==> src/rtl/tarf_pkg.sv <==
`timescale 1ns / 1ps

package tarf_pkg;

  // header geometry
  localparam int unsigned BLOCK_BYTES  = 512;
  localparam int unsigned OFS_W        = 9;
  localparam int unsigned SIZE_W       = 36;
  localparam int unsigned SKIP_W       = SIZE_W + 1;
  localparam int unsigned OFFSET_W     = 32;
  localparam int unsigned TDATA_W      = 80;
  localparam int unsigned DEF_POSITION_BITS = 32;

  // field offsets inside a header block
  localparam logic [OFS_W-1:0] NAME_END   = OFS_W'(100);
  localparam logic [OFS_W-1:0] SIZE_FIRST = OFS_W'(124);
  localparam logic [OFS_W-1:0] SIZE_END   = OFS_W'(136);
  localparam logic [OFS_W-1:0] TYPE_OFS   = OFS_W'(156);
  localparam logic [OFS_W-1:0] LAST_OFS   = OFS_W'(BLOCK_BYTES - 1);

  // characters
  localparam logic [7:0] CH_ZERO  = 8'h30;
  localparam logic [7:0] CH_SEVEN = 8'h37;
  localparam logic [7:0] CH_DIR   = 8'h35;
  localparam logic [7:0] CH_SLASH = 8'h2f;

  // result status codes
  localparam logic [1:0] ST_ENTRY = 2'd0;
  localparam logic [1:0] ST_EOA   = 2'd1;
  localparam logic [1:0] ST_ENDED = 2'd2;

  // output queue
  localparam int unsigned OQ_DEPTH = 4;
  localparam int unsigned OQ_PTR_W = $clog2(OQ_DEPTH);
  localparam int unsigned OQ_CNT_W = $clog2(OQ_DEPTH + 1);

  typedef struct packed {
    logic [1:0]          status;
    logic [SIZE_W-1:0]   entry_size;
    logic [OFFSET_W-1:0] data_offset;
    logic [7:0]          type_code;
    logic                is_directory;
    logic                last_result;
  } result_t;

  // results of one accepted byte, in order
  typedef struct packed {
    logic    push0;
    logic    push1;
    result_t res0;
    result_t res1;
  } push_t;

endpackage

==> src/rtl/tarf_parse.sv <==
`timescale 1ns / 1ps

module tarf_parse #(
  parameter int unsigned POSITION_BITS = tarf_pkg::DEF_POSITION_BITS
) (
  input  logic            clk_i,
  input  logic            rst_ni,
  input  logic            accept_i,
  input  logic [7:0]      byte_i,
  input  logic            last_i,
  output tarf_pkg::push_t push_o
);

  localparam logic [1:0] PH_HEADER = 2'd0;
  localparam logic [1:0] PH_SKIP   = 2'd1;
  localparam logic [1:0] PH_DONE   = 2'd2;

  logic [1:0]                      phase_q, phase_d;
  logic [tarf_pkg::OFS_W-1:0]      blk_q, blk_d;
  logic [tarf_pkg::SIZE_W-1:0]     size_q, size_d;
  logic                            stop_q, stop_d;
  logic [7:0]                      type_q, type_d;
  logic                            nempty_q, nempty_d;
  logic                            ndone_q, ndone_d;
  logic                            slash_q, slash_d;
  logic [tarf_pkg::SKIP_W-1:0]     skip_q, skip_d;
  logic [POSITION_BITS-1:0]        pos_q, pos_d;
  logic [POSITION_BITS-1:0]        pos_inc;
  logic [tarf_pkg::SKIP_W-1:0]     skip_round;
  logic                            hdr_v;
  logic                            end_v;
  tarf_pkg::result_t               hdr_res;
  tarf_pkg::result_t               end_res;

  // per-byte header parse and skip count
  always_comb begin
    phase_d    = phase_q;
    blk_d      = blk_q;
    size_d     = size_q;
    stop_d     = stop_q;
    type_d     = type_q;
    nempty_d   = nempty_q;
    ndone_d    = ndone_q;
    slash_d    = slash_q;
    skip_d     = skip_q;
    pos_inc    = pos_q + POSITION_BITS'(1);
    pos_d      = pos_inc;
    hdr_v      = 1'b0;
    hdr_res    = '0;
    skip_round = '0;

    unique case (phase_q)
      PH_HEADER: begin
        if (blk_q == '0) begin
          nempty_d = (byte_i == 8'h00);
          size_d   = '0;
          stop_d   = 1'b0;
          type_d   = '0;
          ndone_d  = 1'b0;
          slash_d  = 1'b0;
        end
        if (blk_q < tarf_pkg::NAME_END && !ndone_d) begin
          if (byte_i == 8'h00) begin
            ndone_d = 1'b1;
          end else begin
            slash_d = (byte_i == tarf_pkg::CH_SLASH);
          end
        end
        if (blk_q >= tarf_pkg::SIZE_FIRST && blk_q < tarf_pkg::SIZE_END && !stop_d) begin
          if (byte_i == 8'h00) begin
            stop_d = 1'b1;
          end else if (byte_i >= tarf_pkg::CH_ZERO && byte_i <= tarf_pkg::CH_SEVEN) begin
            size_d = {size_d[tarf_pkg::SIZE_W-4:0], byte_i[2:0]};
          end
        end
        if (blk_q == tarf_pkg::TYPE_OFS) begin
          type_d = byte_i;
        end
        if (blk_q == tarf_pkg::LAST_OFS) begin
          blk_d = '0;
          hdr_v = 1'b1;
          if (nempty_d) begin
            hdr_res.status = tarf_pkg::ST_EOA;
            phase_d        = PH_DONE;
          end else begin
            hdr_res.status       = tarf_pkg::ST_ENTRY;
            hdr_res.entry_size   = size_d;
            hdr_res.data_offset  = tarf_pkg::OFFSET_W'(pos_inc);
            hdr_res.type_code    = type_d;
            hdr_res.is_directory = (type_d == tarf_pkg::CH_DIR) || slash_d;
            // data length rounded up to whole blocks
            skip_round = {1'b0, size_d} + tarf_pkg::SKIP_W'(tarf_pkg::BLOCK_BYTES - 1);
            skip_round[tarf_pkg::OFS_W-1:0] = '0;
            skip_d  = skip_round;
            phase_d = (skip_round != '0) ? PH_SKIP : PH_HEADER;
          end
        end else begin
          blk_d = blk_q + tarf_pkg::OFS_W'(1);
        end
      end
      PH_SKIP: begin
        if (skip_q != '0) begin
          skip_d = skip_q - tarf_pkg::SKIP_W'(1);
        end
        if (skip_d == '0) begin
          phase_d = PH_HEADER;
          blk_d   = '0;
        end
      end
      default: begin
        // archive ended: only the position advances
      end
    endcase

    // image end report, then back to the reset state
    end_v          = last_i && (phase_d == PH_HEADER || phase_d == PH_SKIP);
    end_res        = '0;
    end_res.status = tarf_pkg::ST_ENDED;
    if (last_i) begin
      phase_d  = PH_HEADER;
      blk_d    = '0;
      size_d   = '0;
      stop_d   = 1'b0;
      type_d   = '0;
      nempty_d = 1'b0;
      ndone_d  = 1'b0;
      slash_d  = 1'b0;
      skip_d   = '0;
      pos_d    = '0;
    end
  end

  // order the results of this byte
  always_comb begin
    push_o = '0;
    if (accept_i) begin
      if (hdr_v) begin
        push_o.push0 = 1'b1;
        push_o.res0  = hdr_res;
        push_o.push1 = end_v;
        push_o.res1  = end_res;
        push_o.res0.last_result = !end_v;
        push_o.res1.last_result = 1'b1;
      end else if (end_v) begin
        push_o.push0 = 1'b1;
        push_o.res0  = end_res;
        push_o.res0.last_result = 1'b1;
      end
    end
  end

  // parser state
  always_ff @(posedge clk_i or negedge rst_ni) begin
    if (!rst_ni) begin
      phase_q  <= PH_HEADER;
      blk_q    <= '0;
      size_q   <= '0;
      stop_q   <= 1'b0;
      type_q   <= '0;
      nempty_q <= 1'b0;
      ndone_q  <= 1'b0;
      slash_q  <= 1'b0;
      skip_q   <= '0;
      pos_q    <= '0;
    end else if (accept_i) begin
      phase_q  <= phase_d;
      blk_q    <= blk_d;
      size_q   <= size_d;
      stop_q   <= stop_d;
      type_q   <= type_d;
      nempty_q <= nempty_d;
      ndone_q  <= ndone_d;
      slash_q  <= slash_d;
      skip_q   <= skip_d;
      pos_q    <= pos_d;
    end
  end

endmodule

==> src/rtl/tarf_outq.sv <==
`timescale 1ns / 1ps

module tarf_outq (
  input  logic              clk_i,
  input  logic              rst_ni,
  input  tarf_pkg::push_t   push_i,
  output logic              space_o,
  output logic              valid_o,
  input  logic              ready_i,
  output tarf_pkg::result_t head_o
);

  tarf_pkg::result_t                  entry_q [tarf_pkg::OQ_DEPTH];
  logic [tarf_pkg::OQ_PTR_W-1:0]      wr_q, wr_d;
  logic [tarf_pkg::OQ_PTR_W-1:0]      rd_q, rd_d;
  logic [tarf_pkg::OQ_CNT_W-1:0]      cnt_q, cnt_d;
  logic [tarf_pkg::OQ_PTR_W-1:0]      wr_next;
  logic [tarf_pkg::OQ_CNT_W-1:0]      n_push;
  logic                               pop;

  assign valid_o = (cnt_q != '0);
  assign head_o  = entry_q[rd_q];
  // room for the most results one byte can cause
  assign space_o = (cnt_q <= tarf_pkg::OQ_CNT_W'(tarf_pkg::OQ_DEPTH - 2));
  assign pop     = valid_o && ready_i;
  assign wr_next = wr_q + tarf_pkg::OQ_PTR_W'(1);

  // pointer and fill count update
  always_comb begin
    n_push = tarf_pkg::OQ_CNT_W'(push_i.push0) + tarf_pkg::OQ_CNT_W'(push_i.push1);
    wr_d   = wr_q + tarf_pkg::OQ_PTR_W'(n_push);
    rd_d   = pop ? rd_q + tarf_pkg::OQ_PTR_W'(1) : rd_q;
    cnt_d  = cnt_q + n_push - tarf_pkg::OQ_CNT_W'(pop);
  end

  always_ff @(posedge clk_i or negedge rst_ni) begin
    if (!rst_ni) begin
      wr_q  <= '0;
      rd_q  <= '0;
      cnt_q <= '0;
    end else begin
      wr_q  <= wr_d;
      rd_q  <= rd_d;
      cnt_q <= cnt_d;
    end
  end

  // queue storage, one or two words written per cycle
  always_ff @(posedge clk_i) begin
    for (int i = 0; i < tarf_pkg::OQ_DEPTH; i++) begin
      if (push_i.push0 && wr_q == tarf_pkg::OQ_PTR_W'(i)) begin
        entry_q[i] <= push_i.res0;
      end else if (push_i.push1 && wr_next == tarf_pkg::OQ_PTR_W'(i)) begin
        entry_q[i] <= push_i.res1;
      end
    end
  end

endmodule

==> src/rtl/tar_archive_entry_framer.sv <==
`timescale 1ns / 1ps

// ustar entry framer: takes one archive byte per cycle and reports each
// header it completes (entry size, data offset, type byte, directory flag),
// the end-of-archive header, and an image that ends without one. A byte is
// taken every cycle while the four-word result queue has room for two
// words; the header parse, skip counter and position counter settle within
// that same cycle, and the byte's result words are queued. Results leave at
// one word per cycle while the sink is ready. A header's results follow its
// last byte; a byte marked last returns the framer to its reset state.

module tar_archive_entry_framer #(
  parameter int unsigned POSITION_BITS = tarf_pkg::DEF_POSITION_BITS
) (
  input  logic                         clk_i,
  input  logic                         rst_ni,
  input  logic                         s_axis_tvalid_i,
  output logic                         s_axis_tready_o,
  // archive_byte
  input  logic [7:0]                   s_axis_tdata_i,
  // image_last
  input  logic                         s_axis_tlast_i,
  output logic                         m_axis_tvalid_o,
  input  logic                         m_axis_tready_i,
  // status, entry_size, data_offset, type_code, is_directory, zero fill
  output logic [tarf_pkg::TDATA_W-1:0] m_axis_tdata_o,
  // last_result
  output logic                         m_axis_tlast_o
);

  logic              accept;
  logic              space;
  tarf_pkg::push_t   push;
  tarf_pkg::result_t head;

  assign s_axis_tready_o = space;
  assign accept          = s_axis_tvalid_i && space;

  // header parse and skip control
  tarf_parse #(
    .POSITION_BITS(POSITION_BITS)
  ) u_parse (
    .clk_i    (clk_i),
    .rst_ni   (rst_ni),
    .accept_i (accept),
    .byte_i   (s_axis_tdata_i),
    .last_i   (s_axis_tlast_i),
    .push_o   (push)
  );

  // result queue
  tarf_outq u_outq (
    .clk_i   (clk_i),
    .rst_ni  (rst_ni),
    .push_i  (push),
    .space_o (space),
    .valid_o (m_axis_tvalid_o),
    .ready_i (m_axis_tready_i),
    .head_o  (head)
  );

  // pack the result word
  assign m_axis_tdata_o = {1'b0, head.is_directory, head.type_code, head.data_offset,
                           head.entry_size, head.status};
  assign m_axis_tlast_o = head.last_result;

endmodule

==> config.mk <==
export PLATFORM = sky130hd
export DESIGN_NAME = tar_archive_entry_framer
export DESIGN_NICKNAME = d
export VERILOG_FILES = /design/src/rtl/tarf_pkg.sv /design/src/rtl/tarf_parse.sv /design/src/rtl/tarf_outq.sv /design/src/rtl/tar_archive_entry_framer.sv
export SDC_FILE = /design/constraint.sdc
export NUM_CORES = 1
export LEC_CHECK = 0
export BUFFER_PORTS_ARGS = -buffer_cell sky130_fd_sc_hd__clkbuf_2
export CORE_MARGIN = 2
export CORE_UTILIZATION = 40
export CTS_BUF_LIST = sky130_fd_sc_hd__clkbuf_8
export DETAILED_ROUTE_END_ITERATION = 12
export PLACE_DENSITY = 0.67
export SYNTH_ARGS = -nofsm -noshare
export SYNTH_HDL_FRONTEND = slang
export SYNTH_SLANG_ARGS = --single-unit
==> constraint.sdc <==
create_clock -name clk_i -period 30 [get_ports clk_i]
set_input_delay 3 -clock clk_i [delete_from_list [all_inputs] [get_ports clk_i]]
set_output_delay 3 -clock clk_i [all_outputs]
set_load 0.01 [all_outputs]
Word-level counts from Yosys, hierarchy flattened
Memory sizes are Yosys's and may differ from the RTL's.
Index checks and enable logic that the tools add are counted.
Storage, ports and cells
  memories: 1
  RAM bits: 320
  input port bits: 13
  register bits: 135
  output and inout bits: 83
  logic and storage cells: 180
Cells by class
  $add $sub $neg: 10
  equality and inequality tests: 15
  muxes and demuxes: 94
  reductions and logical operators: 37
  bitwise gates (word level): 4
  order comparisons: 6
Memory list
  u_outq.entry_q: words 4, bits a word 80, read ports 1, clocked after memory_dff 0, wr ports 2, line tarf_outq.sv:13  | tarf_pkg::result_t entry_q [tarf_pkg::OQ_DEPTH];
Operators with widths (count)
  $mux 80: 9
  $mux 36: 7
  $mux 37: 5
  $mux 162: 1
  $reduce_or 80->1: 2
  $mux 79: 2
  $mux 77: 1
  $pmux 37 s2: 1
  $mux 1: 51
  $mux 8: 5
  $add 36x9->37 const B: 1
  $logic_not 37->1: 1
  $reduce_bool 37->1: 1
  $sub 37x1->37 const B: 1
  $add 32x1->32 const B: 1
  $mux 32: 1
  $reduce_bool 28->1: 1
  $mux 9: 3
  $pmux 9 s2: 1
  $eq 8x6->1 const B: 2
  $logic_and 1x1->1: 15
  $mux 2: 6
  $add 9x1->9 const B: 1
  $eq 9x8->1 const B: 1
  28 further kinds: 46

Depth between registers and ports, before layout
  word-level depth: 26
  depth in mapped cells: 20
  mapped depth without buffers: 17

Modules after synthesis
A second synthesis with hierarchy kept.
Unflattened totals
  cell total of the unflattened synthesis: 2117
  area, all modules: 26046.2 µm²
Modules (own cells, without submodules)
  tarf_outq: area each 15850.2 µm², times used 1, seq. area each 9784.4 µm², cells an instance 814
  tarf_parse: area each 10178.5 µm², times used 1, seq. area each 3203.1 µm², cells an instance 1300
  tar_archive_entry_framer: area each 17.5 µm², times used 1, seq. area each 0.0 µm², cells an instance 3

Least setup slack after synthesis
Ideal clock, no wire load.
  kind: input-to-reg
  from: in s_axis_tdata_i[3]
  to: mem u_outq.entry_q[0][0] (netlist name) (enable)
  path buffers: 0
  required time: 29.264 ns
  path slack: 17.000 ns
  arrival time: 12.265 ns
  library setup time: 0.736 ns
  cell stages on the path: 8
  cells stage by stage: or3_4 nor3_1 mux2i_1 nor2_1 nor3b_1 inv_1 ha_1 o41ai_1
RTL lines
  from (decl): line tar_archive_entry_framer.sv:20  | input logic [7:0] s_axis_tdata_i,
  to (decl): line tarf_outq.sv:13

==> results.tsv <==
stage	metric	value	unit
clock_tree	clkTransAtPathRegs	0.06	ns
grt	grt_pass1_vias	16822	
final_layout	drive_above_1_share	15.5	%
drt	wl_per_cell	19.9	um
drt	via_per_inst	5.72	
synth	seq_area_frac_synth	54.6	%
setup_path	critPathRequiredTime	30.38	ns
hold_path	hp-class	flop to flop	
final_layout	area_delta_synth_final	11.5	%
final_layout	antenna_cells	0	
drt	drt_wl_total	59500	um
clock_tree	cts.sinks	455	
drt	vias	17116	
final_layout	seq_area	12200	um^2
clock_tree	clk_latency	0.68	ns
clock_tree	cts_hold_buf	0	
setup_path	end_kind	flop	
synth	synth_common_cells	nand2_1, nor2_1, edfxtp_1	
sta	finalHoldViolations	0	
clock_tree	cts_buffer_depth	3	
sta	slew_headroom	16.0	%
synth	synth_area_leader_cell	edfxtp_1	
power	internal_power	1170	uW
drt	firstDrtPassIters	5	
grt	antenna_found_initial	0	
grt	grt_use_met2	36.2	%
sta	min_period_over_period	21.4	%
power	combPwrFrac	27.0	%
placed_design	place_hpwl	38700	um
power	power.leakage	0.00940	uW
synth	yosysMostFrequentCell	nand2_1	
setup_path	worst-path-buf-inv	4	
run_status	status	completed	
clock_tree	ctsResizeCount	0	
floorplan	die_y	240	um
synth	synth_cell_types	75	
clock_tree	cts_setup_buffers	0	
synth	synthTopCellsByArea	edfxtp_1, dfrtp_1, mux4_2	
synth	synth.top_cell.area_share	32.5	%
sta	drv_slew	0	
grt	grt_use_total	20.8	%
setup_path	path_max_fanout	63	
synth	synth-seq-cells	455	
flow_run	max_cap_viol_count	0	
final_layout	fin_cells	2992	
synth	synthArstFlopShare	29.7	%
synth	synthMuxAreaShare	9.52	%
grt	grt_max_degree	82	
sta	finalSetupViolCount	0	
grt	overflow	0	
synth	synth_edf_count	242	
setup_path	arrival	6.79	ns
floorplan	pin_count	96	
synth	synth_fa_ha_area_share	0.817	%
sta	fin_crit	6.41	ns
floorplan	start_util	40.5	%
power	ir_worst_vdd	0.0352	mV
sta	rsz0062_at_grt	no	
synth	synth_compound_area_share	10.6	%
final_layout	stdcell_area	24900	um^2
placed_design	gp_congestion	0.901	
placed_design	placed_cells	2857	
grt	use_met3	3.16	%
grt	met1_usage	26.5	%
synth	ys.flop_type	edfxtp_1	
sta	hold_ws	0.450	ns
placed_design	io_buffers	94	
setup_path	critPathKind	primary input to flop	
final_layout	fill_cells	5079	
floorplan	row_count	86	
setup_path	critPathTopFamily	simple AND/OR/NAND/NOR gates	
floorplan	die_area	57800	um^2
grt	grt_pass1_wl	94300	um
setup_path	startpoint_type	primary input	
grt	busiest_layer	met2	
setup_path	path_cells	clkbuf_2 -> or4_1 -> nor3_1 -> mux2i_1 -> nor2_1 -> nor3b_1 -> inv_1 -> ha_1 -> nor2_1 -> and2_1 -> a21oi_4 -> buf_4 -> inv_1	
drt	drtIter0Drc	1481	
clock_tree	cts_inserted_buffers	74	
synth	synth_area_per_cell	10.4	um^2
power	p_per_area	69.9	nW/um^2
clock_tree	cts_tree	built	
synth	synth_top_family_by_area	simple AND/OR/NAND/NOR gates	
sta	clock.fmax	156	MHz
sta	skew	0.0274	ns
setup_path	crit_path_top_delay_cell	buf_4	
synth	ys_warn_count	0	
power	p_clk_share	30.6	%
power	p_seq_share	42.4	%
sta	worst_pin_slew	1.25	ns
drt	route.detailed.drc	0	
synth	syn_area	22400	um^2
setup_path	reg2reg_slack	24.83	ns
power	p_switching	572	uW
power	power_switching_share	32.8	%
synth	syn_inst	2141	
synth	synth-simple-area-share	18.5	%
placed_design	place_area	23500	um^2
clock_tree	htree_levels	3	
synth	synth-xor-area-share	2.94	%
sta	tns	0	ns
floorplan	chipWidth	240	um
synth	syn-num-nets	2168	
final_layout	final_nets	2212	
final_layout	multiInputGateArea	9560	um^2
setup_path	cpPeakStageDelay	0.77	ns
drt	detail-route-antenna-nets	0	
floorplan	core_area	55200	um^2
clock_tree	cts-root-buf	clkbuf_8	
==> per-stage QoR <==
step,total power (uW),setup WS (ns),utilization (%)
final,1740,23.59,45.2
after global routing,1830,23.26,45.2
after CTS,1770,23.45,45.2
after global placement,1230,23.06,42.5
after floorplan,1050,17.00,-
after detailed placement,1230,22.94,42.5
==> flip-flops by register name (all words and copies together) (netlist names) <==
name and cells:
u_outq.entry_q 320, u_parse.skip_q 37, u_parse.size_q 36, u_parse.pos_q 32, u_parse.blk_q 9, u_parse.type_q 8, u_outq.cnt_q 3, u_outq.rd_q 2
u_outq.wr_q 2, u_parse.phase_q 2, u_parse.ndone_q 1, u_parse.nempty_q 1, u_parse.slash_q 1, u_parse.stop_q 1
==> cells by family after synthesis <==
family | after synthesis
AOI/OAI and AO/OA | 396
adders and majority gates | 14
muxes | 112
DFF | 455
xor gates and xnor gates | 75
other | 1
and+or+nand+nor | 914
buffers and inverters | 174
==> tightest hold or removal path, stage by stage, from the launching register on <==
cell and delay, ns:
dfxtp_1 0.32, nand2_1 0.04, o21ai_0 0.05
==> path summary, 6_finish.rpt <==
path / from / endpoint / depth (start not counted)
max in group asynchronous: rst_ni / u_outq.rd_q[0] / 2
hold / removal: u_outq.entry_q[2][76] / u_outq.entry_q[2][76] / 2
setup reg to reg: u_parse.blk_q[0] / u_outq.entry_q[0][41] / 14
min in group asynchronous: rst_ni / u_parse.size_q[25] / 1
setup / recovery: s_axis_tdata_i[0] / u_outq.entry_q[2][0] / 13
hold reg to reg: u_outq.entry_q[2][76] / u_outq.entry_q[2][76] / 2
==> layout by cell type, fill, tap and decap left out, types with 52 or more instances in the layout <==
cell type / instances
clkbuf_2: 93
o21ai_0: 206
nand2_1: 306
a21oi_1: 67
nand3_1: 57
dfrtp_1: 133
mux4_2: 80
clkbuf_8: 85
nor2_1: 305
nor3_1: 52
dfxtp_1: 78
edfxtp_1: 242
==> routing by layer <==
metal	vias to the layer above	part of all wire, %
met5	-	0
met4	0	2.1
met3	92	5.7
met2	651	51
met1	8552	42
li1	7821	-
==> power by group through the flow <==
stage	registers (uW)	clock network (uW)	logic [uW]
finish	739	533	470
floorplan	717	0	329
CTS	741	545	481
global placement	751	0	476
global route	746	572	508
detailed placement	753	0	479
==> final cells by class <==
type | count | area share (%)
Clock buffer | 85 | 4.69
Clock inverter | 50 | 1.16
Inverter | 19 | 0.286
Multi-Input combinational cell | 1512 | 38.3
Sequential cell | 455 | 49.0
Tap cell | 748 | 3.75
Timing Repair Buffer | 123 | 2.79
Power figures use the tool's default switching activity.
